<file path="src/hw/rtl/thavg_pkg.sv">
`timescale 1ns / 1ps

package thavg_pkg;

  // Fixed field widths
  localparam int unsigned SAMPLE_W  = 12;
  localparam int unsigned ADC_W     = 16;   // width that holds any ADC full-scale code
  localparam int unsigned RS_W      = 20;
  localparam int unsigned BETA_W    = 16;
  localparam int unsigned TEMPC_W   = 9;
  localparam int unsigned RES_W     = 32;
  localparam int unsigned TEMP_W    = 16;
  localparam int unsigned STAT_W    = 2;
  localparam int unsigned CFG_IDX_W = 2;
  localparam int unsigned CFG_DAT_W = 20;

  // Default parameter values
  localparam int unsigned SAMPLES_DEF = 5;
  localparam int unsigned ADC_MAX_DEF = 4095;

  // Fixed-point constants
  localparam int unsigned FRAC_W   = 32;            // log2 fraction bits
  localparam int unsigned LN2_W    = 24;
  localparam logic [LN2_W-1:0] LN2_Q24 = 24'd11629080;
  localparam int unsigned LN_SHIFT = 16;            // Q56 -> Q40
  localparam int unsigned Q_SHIFT  = 40;
  localparam int unsigned CENTI_ONE = 100;
  localparam int unsigned KELVIN_CENTI = 27315;
  localparam int unsigned TCK_MAX = 100000;
  localparam int unsigned TCK_W   = 17;
  localparam logic signed [TEMP_W-1:0] TEMP_HI = 16'sh7FFF;

  // Register reset values
  localparam logic [RS_W-1:0]    RS_RESET    = 20'd10000;
  localparam logic [RS_W-1:0]    RN_RESET    = 20'd10000;
  localparam logic [BETA_W-1:0]  BETA_RESET  = 16'd12920;
  localparam logic [TEMPC_W-1:0] TEMPC_RESET = 9'd25;

  typedef enum logic [STAT_W-1:0] {
    STAT_OK    = 2'd0,
    STAT_OPEN  = 2'd1,
    STAT_SHORT = 2'd2,
    STAT_SAT   = 2'd3
  } status_e;

  typedef enum logic [CFG_IDX_W-1:0] {
    CFG_SERIES  = 2'd0,
    CFG_NOMINAL = 2'd1,
    CFG_BETA    = 2'd2,
    CFG_T0      = 2'd3
  } cfg_idx_e;

endpackage

</file>
<file path="src/hw/rtl/thavg_log2.sv">
`timescale 1ns / 1ps

// log2 in Q32: serial normalize, then one squaring per fraction bit
module thavg_log2
  import thavg_pkg::*;
#(
  parameter int unsigned NW = 35,
  localparam int unsigned KW = $clog2(NW),
  localparam int unsigned LOGW = FRAC_W + KW
) (
  input  logic            clk_i,
  input  logic            rst_ni,
  input  logic            start_i,
  input  logic [NW-1:0]   n_i,
  output logic            done_o,
  output logic [LOGW-1:0] log_o
);

  localparam int unsigned PW   = 2 * FRAC_W;
  localparam int unsigned IT_W = $clog2(FRAC_W);

  logic              norm_q;
  logic              sq_q;
  logic              done_q;
  logic [IT_W-1:0]   it_q;
  logic [NW-1:0]     m_q;
  logic [KW-1:0]     k_q;
  logic [FRAC_W-1:0] y_q;
  logic [FRAC_W-1:0] frac_q;

  logic [NW+FRAC_W-1:0] mext;
  logic [PW-1:0]        sq;
  logic [FRAC_W:0]      p;
  logic [FRAC_W-1:0]    y_next;

  assign mext   = {m_q, {FRAC_W{1'b0}}};
  assign sq     = PW'(y_q) * PW'(y_q);
  assign p      = sq[PW-1:FRAC_W-1];
  assign y_next = p[FRAC_W] ? p[FRAC_W:1] : p[FRAC_W-1:0];

  // Phase control
  always_ff @(posedge clk_i or negedge rst_ni) begin
    if (!rst_ni) begin
      norm_q <= 1'b0;
      sq_q   <= 1'b0;
      done_q <= 1'b0;
      it_q   <= '0;
    end else begin
      done_q <= 1'b0;
      if (start_i) begin
        norm_q <= 1'b1;
        sq_q   <= 1'b0;
      end else if (norm_q && m_q[NW-1]) begin
        norm_q <= 1'b0;
        sq_q   <= 1'b1;
        it_q   <= '0;
      end else if (sq_q) begin
        it_q <= it_q + 1'b1;
        if (it_q == IT_W'(FRAC_W - 1)) begin
          sq_q   <= 1'b0;
          done_q <= 1'b1;
        end
      end
    end
  end

  // Datapath: shift left until the msb is set, then square
  always_ff @(posedge clk_i) begin
    if (start_i) begin
      m_q <= n_i;
      k_q <= KW'(NW - 1);
    end else if (norm_q) begin
      if (m_q[NW-1]) begin
        y_q    <= mext[NW+FRAC_W-1 -: FRAC_W];
        frac_q <= '0;
      end else begin
        m_q <= {m_q[NW-2:0], 1'b0};
        k_q <= k_q - 1'b1;
      end
    end else if (sq_q) begin
      y_q    <= y_next;
      frac_q <= {frac_q[FRAC_W-2:0], p[FRAC_W]};
    end
  end

  assign done_o = done_q;
  assign log_o  = {k_q, frac_q};

endmodule

</file>
<file path="config.mk">
export PLATFORM = sky130hd
export DESIGN_NAME = thavg_log2
export DESIGN_NICKNAME = d
export VERILOG_FILES = /design/src/hw/rtl/thavg_pkg.sv /design/src/hw/rtl/thavg_log2.sv
export SDC_FILE = /design/constraint.sdc
export NUM_CORES = 2
export LEC_CHECK = 0
export ABC_AREA = 1
export ABC_CLOCK_PERIOD_IN_PS = 9500
export BUFFER_PORTS_ARGS = -buffer_cell sky130_fd_sc_hd__buf_4
export CAP_MARGIN = 30
export CORE_ASPECT_RATIO = 1.4
export CORE_UTILIZATION = 65
export DETAILED_ROUTE_END_ITERATION = 8
export MAX_ROUTING_LAYER = met4
export PLACE_DENSITY = 0.8
export SLEW_MARGIN = 30
export SYNTH_ARGS = -nofsm -noshare
export SYNTH_HDL_FRONTEND = slang
export SYNTH_SLANG_ARGS = --single-unit
</file>
<file path="constraint.sdc">
create_clock -name clk_i -period 9.5 [get_ports clk_i]
set_clock_uncertainty 0.2 [all_clocks]
set_input_delay 1.9 -clock clk_i [delete_from_list [all_inputs] [get_ports clk_i]]
set_output_delay 1.9 -clock clk_i [all_outputs]
set_load 0.01 [all_outputs]
</file>
Yosys cells after proc, flatten, opt, wreduce, memory -nomap -nowiden. Index checks and enable logic that the tools add are counted.

Output and inout port bits: 39. Word-level logic and storage cells: 48. Bits in latches: 0. RAM bits: 0. Input bits: 38. Flip-flop bits (word level): 113. Memories: 0. ROM bits: 0.

Div/mod/pow operators: 0. Multiply operators: 1. Add/subtract/negate cells: 2. Shift-type cells: 0. Bitwise gates (word level): 2. Magnitude comparators: 0. Reductions and logical operators: 9. Equal/unequal tests: 3. Multiplexer cells: 22.

Operator list (count): $mux 32 (7); $mux 35 (3); $mul 32x32->64 (1); $mux 1 (10); $mux 5 (2); $reduce_bool 2->1 (4); $reduce_and 2->1 (3); $sub 6x1->6 const B (1); $add 5x1->5 const B (1); $eq 5x5->1 const B (1); $reduce_and 3->1 (1); $ne 2x1->1 const B (1); $ne 2x2->1 const B (1); $not 1->1 (2); $logic_and 1x1->1 (1).

Depth between registers and ports, before layout.
Depth in word-level cells: 5. Gate-level depth with buffers: 36. Mapped depth without buffers: 33.

Worst setup path after synthesis. No wires, ideal clock.

Path type: register to register. From: register y_q[12]. To: register y_q[2], data pin. Path slack: 2298 ps. Data required time: 9042 ps. Path buffers: 4. Arrival time: 6745 ps. Period minus slack after synthesis: 7202 ps. Setup time: 258 ps. Stages on the path, launching flop included: 31. Cell sequence: edfxtp_1 > clkbuf_1 > clkbuf_1 > buf_1 > nand2_1 > fa_1 > inv_1 > fa_1 > fa_1 > inv_1 > fa_1 > inv_1 > fa_1 > inv_1 > fa_1 > inv_1 > fa_1 > fa_1 > ha_1 > nand2_1 > nor2_1 > nand2_1 > nor2_1 > nand2_1 > nand2_4 > nand2_4 > nand3_2 > nand2_8 > buf_12 > nand3_2 > nand3_2.

Word-level cells in the longest chain between the ends: 4.

Ends and longest elaborated chain: start, declared (RTL line thavg_log2.sv:28) `logic [FRAC_W-1:0] y_q;`; start signal, assigned (RTL line thavg_log2.sv:74) `y_q <= mext[NW+FRAC_W-1 -: FRAC_W];`; start signal, assigned (RTL line thavg_log2.sv:81) `y_q <= y_next;`; $mul 32x32->64 (RTL line thavg_log2.sv:37) `assign sq = PW'(y_q) * PW'(y_q);`; $mux 32 (RTL line thavg_log2.sv:39) `assign y_next = p[FRAC_W] ? p[FRAC_W:1] : p[FRAC_W-1:0];`; $mux 32 (RTL line thavg_log2.sv:80) `end else if (sq_q) begin`; $mux 32 (RTL line thavg_log2.sv:72) `end else if (norm_q) begin`.

No other way between the ends. The select of a mux whose other input is x is not followed. A chain may end at the register's enable or synchronous reset.

Worst setup path after layout.
From: register y_q[28]. To: register y_q[29], data pin.

Same word-level chain as after synthesis.

==> results.ini <==
[routing]
drt_iter0_drc=1962
wl_um=97700
viasPerCell=5.33
drc_errors=0
vias=28200
wl_per_cell_um=18.5
ant_nets=0
dr.pass1.iters=6

[clocking]
post_cts_buffers=0
cts_sinks=113
htree_levels=4
cts-root-buf=clkbuf_16
numCtsBuffers=17
ctsHoldBuffers=0
clk_pin_slew_ns=0.06
clk_latency_ns=0.42
cts_resized=0
clk_path_buf_depth=2
cts_tree=yes

[worst_setup_path]
crit_path_max_incr_delay_ns=0.86
cp.arrival_ns=8.21
start_kind=flip-flop
crit_path_start=y_q[28]
cpMostUsedCell=fa_1
slowest_stage=edfxtp_1
timing.rr.start=y_q[28]
critPathMaxFanout=20
worst_ep_required_time_ns=9.47
crit_type=flip-flop to flip-flop
end_kind=flip-flop

[global_routing]
track_usage=0.368
antenna_found_initial=0
grt_pass1_vias=30800
grt_max_degree=66
grt-ovfl-total=0
grt_first_pass_wirelength_um=157000

[run]
maxCapViolCount=0

[die]
die_h_um=284
io_pins=77
die_x_um=203
start_util=0.662
die_area_sq_mm=0.0576
core_area_sq_mm=0.0556
rows=102

[synth]
synthArstFlopShare=0.0708
synthCells=4521
synth-seq-cells=113
yosys_warnings=0
synth_fa_ha_area_frac=0.533
synth_nets=5653
ys_seq_area_frac=0.0894
synth_area_sq_mm=0.0368
synth_mux_area_frac=0
synthSimpleGateAreaFrac=0.168
synth_xor_area_frac=0.0134
synth_top_family_by_area=adder cells
yosysUniqueCellTypes=47
synth_edf_count=99
syn_avg_cell_area_sq_um=8.15
ys.flop_type=edfxtp_1
synth_compound_area_frac=0.0252

[cells_and_area]
fillers=4466
nets=5685
layoutNonFillerInstCount=5294
area_growth_pct=5.52
n_antenna_cell=0
regArea_sq_mm=0.00330
multi_input_area_sq_mm=0.0273
drive_above_1_share=0.0624
final_cell_area_sq_mm=0.0389

[placement]
dp_hpwl_um=84300
place_ws_ns=1.30
placed_cell_area_sq_mm=0.0383
placedCellCount=5261
port_buffers=76
place_congestion=1.02

[min_path]
hp-class=flip-flop to flip-flop
worstHoldStart=k_q[0]

[sta]
slew_viol_final=0
setup_viol=0
finalSetupTns_ns=0
hold_violations=0
rsz0062_at_grt=false
fin_crit_ns=8.24
clock.fmax_ghz=0.121
worst_slack_ns=1.26
slew_headroom=0.257
fin_crit_sh=0.868
tightest_slew_ns=1.11

[outcome]
status=completed

==> kinds of logic after synthesis <==
logic type	after synthesis
AOI/OAI and AO/OA	142
buffers and inverters	1654
and+or+nand+nor	1464
adders and majority gates	1094
xor gates and xnor gates	54
DFF	113
==> final timing paths <==
path	end	slack [ns]	depth (start not counted)
min reg2reg	k_q[0]	0.28	2
max in group asynchronous	norm_q	7.85	1
min	k_q[0]	0.28	2
min in group asynchronous	it_q[2]	1.09	1
max reg2reg	y_q[29]	1.26	27
max	y_q[29]	1.26	27
==> cell usage in the layout, fill, tap and decap left out, types with 4 or more instances in the layout <==
master and n:
a21oi_1 59, a22o_1 34, a31o_2 6, and3_1 5
buf_4 141, clkbuf_16 18, clkinv_4 4, dfrtp_1 7
dfxtp_1 6, edfxtp_1 99, fa_1 791, ha_1 303
inv_1 1514, inv_2 8, nand2_1 1098, nand2_2 12
nand2_4 7, nand3_1 105, nand3_2 47, nand4_1 14
nor2_1 135, nor2_2 6, nor2_4 4, nor3_1 10
nor4_1 6, o21ai_0 14, o21bai_1 18, or2_2 7
xnor2_1 15, xor2_1 36
==> area by class of cell <==
cell class / instances / area share
inverter: 1523 / 0.147
sequential: 113 / 0.0848
multi-input combinational: 2754 / 0.701
timing repair buffer: 144 / 0.0286
clock buffer: 19 / 0.0119
tap: 728 / 0.0234
clock inverter: 13 / 0.00267
==> state kept, by name, indices dropped and copies added, names as in the netlist <==
name and flops:
m_q 35, frac_q 32, y_q 32, k_q 6, it_q 5, done_o 1
norm_q 1, sq_q 1
==> synth_stat cells, types with 4 or more instances <==
master    count  area [sq um]
dfrtp_1       8           200
nand3_1     105           526
nand3_2      47           470
buf_1        15          56.3
nand2_1    1098          4120
fa_1        791         15800
buf_2         4          20.0
o21ai_0      14          70.1
xnor2_1      15           131
and3_1        5          31.3
a31o_2        6          52.6
nand2_2      12          75.1
nor2_2        5          31.3
edfxtp_1     99          2970
o21bai_1     18           135
clkbuf_1    103           387
nand4_1      14          87.6
nor2_1      136           510
a22o_1       34           298
a21oi_1      60           300
inv_1      1515          5690
dfxtp_1       6           120
ha_1        303          3790
xor2_1       36           315
nor2_4        4          45.0
nand2_4       7          78.8
or2_2         7          43.8
nor4_1        6          37.5
inv_2         7          26.3
nor3_1       10          50.1
==> critical path, delay by kind of cell, from the launching register on <==
kind / cells / cell delay [ns]
flops: 1 / 0.86
fa+ha+maj: 9 / 4.41
buf+inv: 7 / 0.81
simple gates: 11 / 1.68
==> metal layers <==
layer | global-route usage | part of all wire | wire, um | up-vias
met5 | - | 0 | 0 | -
met4 | 0.200 | 0.066 | 6410 | 0
met3 | 0.0410 | 0.063 | 6190 | 398
met2 | 0.645 | 0.53 | 51400 | 1155
met1 | 0.406 | 0.35 | 33700 | 13800
li1 | - | - | - | 12800
==> metrics by stage <==
step | hold slack [ns] | utilization
finish | 0.278 | 0.699
global route | 0.312 | 0.699
CTS | 0.280 | 0.698
detailed placement | 0.270 | 0.688
global placement | 0.267 | 0.687
floorplan | 0.259 | -
Power is left out: the tool's default activity adds up to more than one toggle a clock period on the data nets, which glitch-free logic cannot reach.
