$ cat src/hw/rtl/thavg_pkg.sv
`timescale 1ns / 1ps

package thavg_pkg;

  // Fixed field widths
  localparam int unsigned SAMPLE_W  = 12;
  localparam int unsigned ADC_W     = 16;   // width that holds any ADC full-scale code
  localparam int unsigned RS_W      = 20;
  localparam int unsigned BETA_W    = 16;
  localparam int unsigned TEMPC_W   = 9;
  localparam int unsigned RES_W     = 32;
  localparam int unsigned TEMP_W    = 16;
  localparam int unsigned STAT_W    = 2;
  localparam int unsigned CFG_IDX_W = 2;
  localparam int unsigned CFG_DAT_W = 20;

  // Default parameter values
  localparam int unsigned SAMPLES_DEF = 5;
  localparam int unsigned ADC_MAX_DEF = 4095;

  // Fixed-point constants
  localparam int unsigned FRAC_W   = 32;            // log2 fraction bits
  localparam int unsigned LN2_W    = 24;
  localparam logic [LN2_W-1:0] LN2_Q24 = 24'd11629080;
  localparam int unsigned LN_SHIFT = 16;            // Q56 -> Q40
  localparam int unsigned Q_SHIFT  = 40;
  localparam int unsigned CENTI_ONE = 100;
  localparam int unsigned KELVIN_CENTI = 27315;
  localparam int unsigned TCK_MAX = 100000;
  localparam int unsigned TCK_W   = 17;
  localparam logic signed [TEMP_W-1:0] TEMP_HI = 16'sh7FFF;

  // Register reset values
  localparam logic [RS_W-1:0]    RS_RESET    = 20'd10000;
  localparam logic [RS_W-1:0]    RN_RESET    = 20'd10000;
  localparam logic [BETA_W-1:0]  BETA_RESET  = 16'd12920;
  localparam logic [TEMPC_W-1:0] TEMPC_RESET = 9'd25;

  typedef enum logic [STAT_W-1:0] {
    STAT_OK    = 2'd0,
    STAT_OPEN  = 2'd1,
    STAT_SHORT = 2'd2,
    STAT_SAT   = 2'd3
  } status_e;

  typedef enum logic [CFG_IDX_W-1:0] {
    CFG_SERIES  = 2'd0,
    CFG_NOMINAL = 2'd1,
    CFG_BETA    = 2'd2,
    CFG_T0      = 2'd3
  } cfg_idx_e;

endpackage

$ cat src/hw/rtl/thavg_div.sv
`timescale 1ns / 1ps

// Restoring divider, one quotient bit per cycle
module thavg_div
  import thavg_pkg::*;
#(
  parameter int unsigned W = 48
) (
  input  logic         clk_i,
  input  logic         rst_ni,
  input  logic         start_i,
  input  logic [W-1:0] dividend_i,
  input  logic [W-1:0] divisor_i,
  output logic         done_o,
  output logic [W-1:0] quot_o
);

  localparam int unsigned CW = $clog2(W);

  logic          busy_q;
  logic          done_q;
  logic [CW-1:0] cnt_q;
  logic [W-1:0]  rem_q;
  logic [W-1:0]  quo_q;
  logic [W-1:0]  dvs_q;

  logic [W:0] trial;
  logic [W:0] diff;
  logic       ge;

  // Shift the next dividend bit into the partial remainder
  assign trial = {rem_q, quo_q[W-1]};
  assign diff  = trial - {1'b0, dvs_q};
  assign ge    = (trial >= {1'b0, dvs_q});

  always_ff @(posedge clk_i or negedge rst_ni) begin
    if (!rst_ni) begin
      busy_q <= 1'b0;
      done_q <= 1'b0;
      cnt_q  <= '0;
    end else begin
      done_q <= 1'b0;
      if (start_i) begin
        busy_q <= 1'b1;
        cnt_q  <= '0;
      end else if (busy_q) begin
        cnt_q <= cnt_q + 1'b1;
        if (cnt_q == CW'(W - 1)) begin
          busy_q <= 1'b0;
          done_q <= 1'b1;
        end
      end
    end
  end

  always_ff @(posedge clk_i) begin
    if (start_i) begin
      quo_q <= dividend_i;
      rem_q <= '0;
      dvs_q <= divisor_i;
    end else if (busy_q) begin
      rem_q <= ge ? diff[W-1:0] : trial[W-1:0];
      quo_q <= {quo_q[W-2:0], ge};
    end
  end

  assign done_o = done_q;
  assign quot_o = quo_q;

endmodule

$ cat config.mk
export PLATFORM = sky130hd
export DESIGN_NAME = thavg_div
export DESIGN_NICKNAME = d
export VERILOG_FILES = /design/src/hw/rtl/thavg_pkg.sv /design/src/hw/rtl/thavg_div.sv
export SDC_FILE = /design/constraint.sdc
export NUM_CORES = 1
export LEC_CHECK = 0
export BUFFER_PORTS_ARGS = -buffer_cell sky130_fd_sc_hd__buf_4
export CORE_MARGIN = 4
export CORE_UTILIZATION = 55
export CTS_CLUSTER_DIAMETER = 80
export DETAILED_ROUTE_END_ITERATION = 12
export HOLD_SLACK_MARGIN = 0.05
export PLACE_DENSITY_LB_ADDON = 0.1
export REMOVE_ABC_BUFFERS = 1
export SYNTH_ARGS = -nofsm -noshare
export SYNTH_HDL_FRONTEND = slang
export SYNTH_SLANG_ARGS = --single-unit
$ cat constraint.sdc
create_clock -name clk_i -period 5.3 [get_ports clk_i]
set_clock_uncertainty 0.15 [all_clocks]
set_input_delay 1.06 -clock clk_i [delete_from_list [all_inputs] [get_ports clk_i]]
set_output_delay 1.06 -clock clk_i [all_outputs]
set_load 0.01 [all_outputs]
# --- Yosys cells after proc, flatten, opt, wreduce, memory -nomap -nowiden ---
# Cells that the tools add are included.
# W data, S select, Z words.
word_totals:
  elab_cells: 22
  ff_bits: 152
classes:
  n_eq_ne: 1
  reduce_logical: 1
  addsub: 2
  muxes: 11
  magnitude_cmp: 1
ops:
  columns: ["operator", "n"]
  rows:
  - ["$mux W48", 3]
  - ["$ge A49 B48 Y1", 1]
  - ["$sub A48 B48 Y48", 1]
  - ["$mux W6", 2]
  - ["$add A6 B1 Y6 const B", 1]
  - ["$eq A6 B6 Y1 const B", 1]
  - ["$mux W1", 6]
  - ["$reduce_bool A2 Y1", 1]

# --- Longest topological paths before layout ---
# Gate-level depths: netlist of the first run.
logic_depth:
  word_depth: 4
  depth_mapped: 14

# --- Worst setup path after synthesis of the first run ---
# OpenSTA, ideal clock, no wires.
synth_timing:
  kind: "input -> register"
  start: "input port start_i"
  end: "register quo_q[0], in the netlist quot_o[0] (enable)"
  t_arrival_ns: 2.371
  cell_stages: 4
  setup_slack_ns: 2.197
  cell_sequence: "clkbuf_1 -> inv_1 -> clkbuf_1 -> nand2_1"
synth_via:
  elab_chain_cells: 1
synth_rtl:
  columns: ["item", "line_no", "rtl"]
  rows:
  - ["start, declared", "thavg_div.sv:11", "input logic start_i,"]
  - ["$reduce_bool A2 Y1 (no source line)", null, null]
  - ["end signal, assigned", "thavg_div.sv:58", "quo_q <= dividend_i;"]
  - ["end signal, assigned", "thavg_div.sv:63", "quo_q <= {quo_q[W-2:0], ge};"]
  - ["end, declared", "thavg_div.sv:24", "logic [W-1:0] quo_q;"]
# No other way between the ends.
# A chain may end at the register's enable or synchronous reset.

# --- Worst setup path in the final report of the first run ---
layout_timing:
  start: "register dvs_q[1]"
  end: "register rem_q[17]"
layout_via:
  elab_chain_cells: 2
layout_rtl:
  columns: ["item", "line_no", "rtl"]
  rows:
  - ["start, declared", "thavg_div.sv:25", "logic [W-1:0] dvs_q;"]
  - ["start signal, assigned", "thavg_div.sv:60", "dvs_q <= divisor_i;"]
  - ["$sub A48 B48 Y48 or $ge A49 B48 Y1 (tied branches)", "thavg_div.sv:33, thavg_div.sv:34", null]
  - ["$mux W48 *", "thavg_div.sv:62", "rem_q <= ge ? diff[W-1:0] : trial[W-1:0];"]
  - ["end signal, assigned", "thavg_div.sv:62", null]
  - ["end, declared", "thavg_div.sv:23", "logic [W-1:0] rem_q;"]
# Every way passes the cells marked *; elsewhere a longest branch is shown, timed or not.

==> results of run 1 <==
## registers in the layout, summed over array words and instances (netlist names)
| signal | flops |
|---|---|
| rem_q | 48 |
| done_o | 1 |
| cnt_q | 6 |
| dvs_q | 48 |
| busy_q | 1 |
| quot_o | 48 |
## cell usage in the layout, fill, tap and decap left out, drive strengths merged, types with 3 or more instances in the layout
cell / n
o21bai: 4
mux2: 48
nor2: 80
nand2b: 5
and2: 4
o31ai: 6
inv: 71
dfrtp: 8
clkinv: 4
nand4: 16
nor2b: 5
o211ai: 6
xnor2: 22
clkbuf: 17
o21ai: 51
a32oi: 6
a21boi: 3
buf: 153
a211oi: 44
a21o: 16
a21oi: 65
a31oi: 6
dfxtp: 48
or3: 5
a311oi: 5
ha: 49
nor4: 4
nand2: 53
edfxtp: 96
nand3: 10
mux2i: 33
and3: 9
xor2: 24
o21a: 8
nor3: 10
## layout make-up
class	count	area (um^2)
timing repair buffer	153	1150
clock inverter	15	151
tap	216	270
sequential	152	4050
fill	1331	5230
clock buffer	17	425
multi-input combinational	624	4430
inverter	63	236
## per-layer routing
| metal | vias up | wire [um] | GRT usage (%) |
|---|---|---|---|
| li1 | 3522 | - | - |
| met1 | 3294 | 9330 | 31.0 |
| met2 | 232 | 9350 | 35.8 |
| met3 | 24 | 1820 | 8.10 |
| met4 | 0 | 265 | 6.05 |
| met5 | - | 0 | 0 |
## power groups by stage
stage,logic [mW],registers [mW],clock network [mW]
2_1_floorplan,0.950,1.54,0
3_3_place_gp,1.33,1.54,0
3_5_place_dp,1.33,1.55,0
4_1_cts,1.34,1.53,1.22
5_1_grt,1.50,1.54,1.28
6_report,1.35,1.53,1.21
## how the worst min path moves through the flow
stage             start  endpoint  cells after the start
2_1_floorplan  rem_q[1]  rem_q[1]                      2
3_3_place_gp   rem_q[1]  rem_q[1]                      2
3_5_place_dp   rem_q[1]  rem_q[1]                      2
4_1_cts          rst_ni  cnt_q[3]                      1
5_1_grt          rst_ni  cnt_q[3]                      1
6_report         rst_ni    done_o                      1
## per-stage QoR
stage	hold WS, ns	setup WS, ns	cell area (um^2)	cells	total power [mW]
floorplan	0.302	1.31	8710	839	2.49
global placement	0.324	1.54	10100	1208	2.87
detailed placement	0.332	1.45	10100	1208	2.88
CTS	0.267	1.43	10700	1240	4.09
global route	0.265	1.11	10700	1240	4.32
finish	0.278	1.44	10700	1240	4.08
## worst max-delay path: stages (launching register included)
cell and delay, ns:
edfxtp_1 0.39, inv_1 0.06, ha_1 0.29, nor2b_1 0.18, o31a_1 0.20, o31ai_2 0.12, a21oi_1 0.27, o21ai_1 0.18
a311oi_4 0.41, or2_2 0.65, buf_4 0.46, mux2i_1 0.24, a211oi_1 0.09
## kinds of logic after synthesis
kind of cell / after synthesis / synth area share, %
simple gates: 209 / 10.8
xor+xnor: 46 / 4.50
buf+inv: 107 / 5.33
compound gates: 238 / 17.3
mux: 81 / 9.73
fa+ha+maj: 50 / 7.07
flops: 152 / 45.2
## Yosys cell counts, types with 3 or more instances
| cell | instances | area (um^2) |
|---|---|---|
| edfxtp_1 | 96 | 2880 |
| nor2_1 | 80 | 300 |
| a21oi_1 | 65 | 325 |
| inv_1 | 62 | 233 |
| nand2_1 | 53 | 199 |
| ha_1 | 49 | 613 |
| dfxtp_1 | 48 | 961 |
| mux2_2 | 48 | 541 |
| o21ai_0 | 48 | 240 |
| a211oi_1 | 44 | 330 |
| mux2i_1 | 33 | 330 |
| clkbuf_1 | 24 | 90.1 |
| xor2_1 | 24 | 210 |
| xnor2_1 | 22 | 193 |
| a21o_1 | 16 | 120 |
| nand4_1 | 16 | 100 |
| buf_2 | 12 | 60.1 |
| nor3_1 | 10 | 50.1 |
| and3_1 | 9 | 56.3 |
| nand3_1 | 9 | 45.0 |
| dfrtp_1 | 8 | 200 |
| o21a_1 | 8 | 60.1 |
| a31oi_1 | 6 | 37.5 |
| a32oi_1 | 6 | 52.6 |
| o211ai_1 | 6 | 45.0 |
| nand2b_1 | 5 | 31.3 |
| nor2b_1 | 5 | 31.3 |
| o31ai_1 | 5 | 37.5 |
| or3_1 | 5 | 31.3 |
| a311oi_1 | 4 | 35.0 |
| and2_1 | 4 | 25.0 |
| nor4_1 | 4 | 25.0 |
| o21bai_1 | 4 | 30.0 |
| a21boi_0 | 3 | 22.5 |
| buf_1 | 3 | 11.3 |
| buf_12 | 3 | 60.1 |
| o21ai_1 | 3 | 15.0 |
==> summary.txt, run 1 <==
Status
  – Status: completed

STA
  – Max Clk Rate: between 200 and 300 MHz
  – Sum of negative setup slack: 0 ns
  – Post-layout min period: 3.86 ns
  – Final Hold Viols: 0
  – Period utilization: approximately 73%
  – RSZ-0062 raised after global routing: no
  – Worst-Margin Slew: 1.10 ns
  – Slew HR: a little over a quarter
  – Slew Viols, Final: 0
  – Setup-failing EPs final: 0

Worst setup path
  – CP arrival: ~4 ns
  – CP Launch Type: flip-flop
  – CP Class: reg -> reg
  – Critical Path End Type: flip-flop
  – CP required: approximately 5.4 ns
  – Reg2reg end: rem_q[17]
  – Worst-path fanout max: 23
  – Worst R2R Start: dvs_q[1]
  – R2R Setup Slk: 1.44 ns
  – Critical Path Start: dvs_q[1]
  – Worst-case reg-to-reg path depth: 12
  – Crit path to: rem_q[17]

Detailed routing
  – Post-Route WL: about 21 mm
  – Iter 0 DRT Violations: approximately 540
  – Routed Antenna Nets: 0
  – Via Count: roughly 7,100
  – Vias/cell: 5.70
  – Wirelength per Cell: approximately 17 um
  – TritonRoute pass-1 iters: 5
  – DR DRC count: 0

Power and ir drop
  – Flop pwr share: 37.4%
  – Pwr dens: 381 nW/um^2
  – Switch Pwr: around 1.4 mW
  – Clock group share of total power: 29.6%
  – Max rail drop VDD: between 200 and 300 uV
  – Int Power: around 2.7 mW
  – Leakage power: 4.54 nW
  – Comb power frac: 33.0%
  – Switch share: between 30% and 40%

Clock tree
  – CTS Hold Buffers Added: 0
  – Clock Sinks: roughly 150
  – H-tree depth: 4
  – Clk root buf: clkbuf_16
  – Clk_lat worst skew: around 0.43 ns
  – Post-CTS Setup Inserts: 0
  – Post-CTS resize count: 0
  – Clock slew at reported path FFs: about 0.07 ns
  – Clock tree buffer depth: 2
  – CTS Buf Count: 17
  – CTS tree: done

Finish
  – Fraction of layout cells with a size suffix above 1: between 20% and 30%
  – P&R area growth vs syn: 19.7%
  – Diode count: 0
  – Fin util: between 60% and 70%
  – Final net count: around 1,200

Job
  – Max_cap viols: 0

Worst hold path
  – Hold/Removal Path Class: in -> async

Logic synthesis
  – Sequential area share after synthesis: roughly 45%
  – Synth Warn #: 0
  – Synth unique cells: 63
  – Post-Syn Area: a little under 9000 um^2
  – Synth Area per Inst: just over 10 um^2
  – EDFF count, synth: 96
  – Post-synth ARST share: 5.26%
  – Top FF cell, synth: edfxtp_1
  – #FFs+latches synth: about 150
  – Syn Inst Count: approximately 880

Placed design
  – HPWL Detailed: ~15 mm
  – Port Buf Inserts: approximately 150
  – Gp weighted congestion: about 0.96

Floorplan
  – Die Ht: 136 um
  – Die ar.: 18,400 um^2
  – Top Ports: ~150
  – Starting Density: between 50% and 60%
  – Core area: about 16,000 um^2
  – Die X: 136 um
  – Row cnt: 46

Global routing
  – Initial antenna violation count: 0
  – First-pass GRT wire length: about 34 mm
  – Number of global-route vias before repair: around 7,000
  – Tot GR Track Use: a little under a quarter
  – Total congestion overflow: 0
  – Largest net degree at the start of global routing: 95
No activity file was read; power rests on OpenSTA's default activity.
==> run 2: changes to the inputs <==
- clock period: 5.3 -> 3.93 ns (I/O delays scaled with it)
==> run 2 against run 1 <==
Net effect: combinational power grew 36%; register-to-register slack lost 1.2 ns; cell count grew 0.40%; via count is essentially flat; count of clock-buffer cells in the layout increased by 5; worst setup slack got worse by 1.2 ns; fmax rose by 5.2%; clock power grew 45%; critical path type unchanged; critical path depth unchanged; worst hold slack gained 0.077 ns; design area increased by 1.0%; sequential power rose by 35%.
==> summary.txt, run 2 (synthesis results as in run 1) <==
Worst hold path
  – Hold/Removal Path Class: reg -> reg

STA
  – Final hold slack: 0.355 ns (+0.0774 ns)
  – Post-layout min period: 3.67 ns (-0.191 ns)
  – Final WS setup: 0.260 ns (-1.18 ns)
  – Period utilization: 93.4% (+21 points)
  – Slew Viols, Final: 0 (unchanged)
  – Setup-failing EPs final: 0 (unchanged)
  – Worst-Margin Slew: 0.867 ns (-0.233 ns)
  – RSZ-0062 raised after global routing: no
  – Max Clk Rate: 272 MHz (+5.2%)
  – Slew HR: 42.2% (+16 points)
  – Final Hold Viols: 0 (unchanged)
  – Sum of negative setup slack: 0 ns (unchanged)

Finish
  – Commonest non-fill, non-tap cell in the layout: buf_4
  – Fin util: 67.9% (+0.67 points)
  – P&R area growth vs syn: 20.9%
  – Commonest cells after routing, fill and taps aside: buf_4, edfxtp_1, nor2_1
  – Fraction of layout cells with a size suffix above 1: 23.6% (about the same)
  – Diode count: 0 (unchanged)
  – Fillers: 1,287 (-3.3%)
  – Fin area: 10,800 um^2 (+1.0%)
  – Final net count: 1,165 (+0.43%)

Worst setup path
  – CP Launch Type: flip-flop
  – Crit path largest cell delay: 0.49 ns (-0.16 ns)
  – Critical Path End Type: flip-flop
  – CP required: 4.11 ns (-1.30 ns)
  – CP max stage cell: or2_2
  – Worst-path fanout max: 28 (+22%)
  – Critical-path cell list: inv_1 > ha_1 > nor2b_1 > o31a_1 > o31ai_2 > a21oi_1 > o21ai_1 > a311oi_4 > or2_2 > buf_12 > mux2i_1 > a211oi_1
  – Buf+Inv Stages, Crit Path: 2 (unchanged)
  – CP arrival: 3.85 ns (-0.12 ns)
  – CP Class: reg -> reg
  – Top cell family by delay on the critical path: compound AO/OA/AOI/OAI gates

Detailed routing
  – TritonRoute pass-1 iters: 5 (unchanged)
  – Iter 0 DRT Violations: 486 (-10%)
  – Wirelength per Cell: 17.2 um (+2.9%)
  – Via Count: 7,070 (-0.028%)
  – Vias/cell: 5.68 (-0.43%)
  – Post-Route WL: 21.5 mm (+3.3%)
  – DR DRC count: 0 (unchanged)
  – Routed Antenna Nets: 0 (unchanged)

Global routing
  – Largest net degree at the start of global routing: 89 (-6.3%)
  – Tot GR Track Use: 24.1% (+0.97 points)
  – Initial antenna violation count: 0 (unchanged)
  – Number of global-route vias before repair: 7,083 (+2.5%)
  – First-pass GRT wire length: 35.2 mm (+3.6%)
  – Total congestion overflow: 0 (unchanged)

Floorplan
  – Starting Density: 56.1% (unchanged)
  – Die X: 136 um (unchanged)
  – Top Ports: 148 (unchanged)
  – Row cnt: 46 (unchanged)
  – Core area: 15,900 um^2 (unchanged)
  – Die Ht: 136 um (unchanged)
  – Die ar.: 18,400 um^2 (unchanged)

Clock tree
  – CTS tree: done
  – Clock slew at reported path FFs: 0.06 ns (about the same)
  – CTS Buf Count: 17 (unchanged)
  – H-tree depth: 4 (unchanged)
  – Clock tree buffer depth: 2 (unchanged)
  – Clk_lat worst skew: 0.43 ns (about the same)
  – Clock Sinks: 152 (unchanged)
  – Post-CTS Setup Inserts: 0 (unchanged)
  – Clk root buf: clkbuf_16

Power and ir drop
  – Pwr dens: 523 nW/um^2 (+37%)
  – Max rail drop VDD: 444 uV (+68%)
  – Leakage power: 4.60 nW (+1.1%)

Placed design
  – HPWL Detailed: 15.5 mm (+3.0%)
  – Pre-CTS setup slack: 0.370 ns (-1.08 ns)
  – Placed cell areas: 10,200 um^2 (+0.42%)
  – Gp weighted congestion: 0.911 (-5.0%)
  – Port Buf Inserts: 147 (unchanged)

Job
  – Max_cap viols: 0 (unchanged)

Status
  – Status: completed
-- run 2: changes by cell type in the layout (fill, tap and decap cells not counted) --
cell / before / now
clkbuf_1: 0 / 3
inv_8: 2 / 0
buf_12: 0 / 1
clkbuf_8: 0 / 2
dlygate4sd3_1: 0 / 1
clkinvlp_4: 2 / 1
buf_4: 153 / 156
bufinv_16: 1 / 4
inv_6: 7 / 2
-- run 2: through the flow --
step / instances / power (mW)
2_1_floorplan: 839 / 3.36
3_3_place_gp: 1212 / 3.89
6_report: 1245 / 5.66
4_1_cts: 1245 / 5.69
5_1_grt: 1245 / 6.00
3_5_place_dp: 1212 / 3.91
-- run 2: worst reg2reg max path, delay by kind of cell, from the launching register on --
| family | cells | cell delay (ns) |
|---|---|---|
| compound gates | 6 | 1.64 |
| simple gates | 2 | 0.63 |
| flops | 1 | 0.41 |
| buf+inv | 2 | 0.33 |
| fa+ha+maj | 1 | 0.23 |
| mux | 1 | 0.17 |
-- run 2: timing repair --
action                    CTS  global route
hold buffers                1             0
gates resized for setup     0             0
hold endpoints to repair    8             0
-- run 2: layout make-up --
class                           count  area, um^2  share of cell area (%)
Clock buffer                       22         464                    4.29
Clock inverter                     10         168                    1.55
Inverter                           63         236                    2.19
Multi-Input combinational cell    624        4430                    41.0
Sequential cell                   152        4050                    37.4
Tap cell                          216         270                    2.50
Timing Repair Buffer              158        1200                    11.1
-- run 2: metal layers --
layer  global-route usage [%]  wire, um  vias to the layer above
li1                         -         -                     3536
met1                     31.0      9330                     3290
met2                     37.9      9950                      226
met3                     10.0      1860                       18
met4                     6.05       319                        0
met5                        0         0                        -
-- run 2: final timing paths --
check                            end  slack (ns)     start  cells after the start
setup / recovery           rem_q[18]        0.26  dvs_q[1]                     12
hold / removal              rem_q[1]        0.36  rem_q[1]                      2
max in group asynchronous     busy_q        2.92    rst_ni                      2
min in group asynchronous   cnt_q[5]        0.56    rst_ni                      2
hold reg to reg             rem_q[1]        0.36  rem_q[1]                      2
setup reg to reg           rem_q[18]        0.26  dvs_q[1]                     12
-- run 2: where the power goes --
group / internal [mW] / leakage [nW] / switching (mW)
sequential: 1.92 / 1.47 / 0.140
clock: 1.10 / 0.305 / 0.659
combinational: 0.823 / 2.82 / 1.02
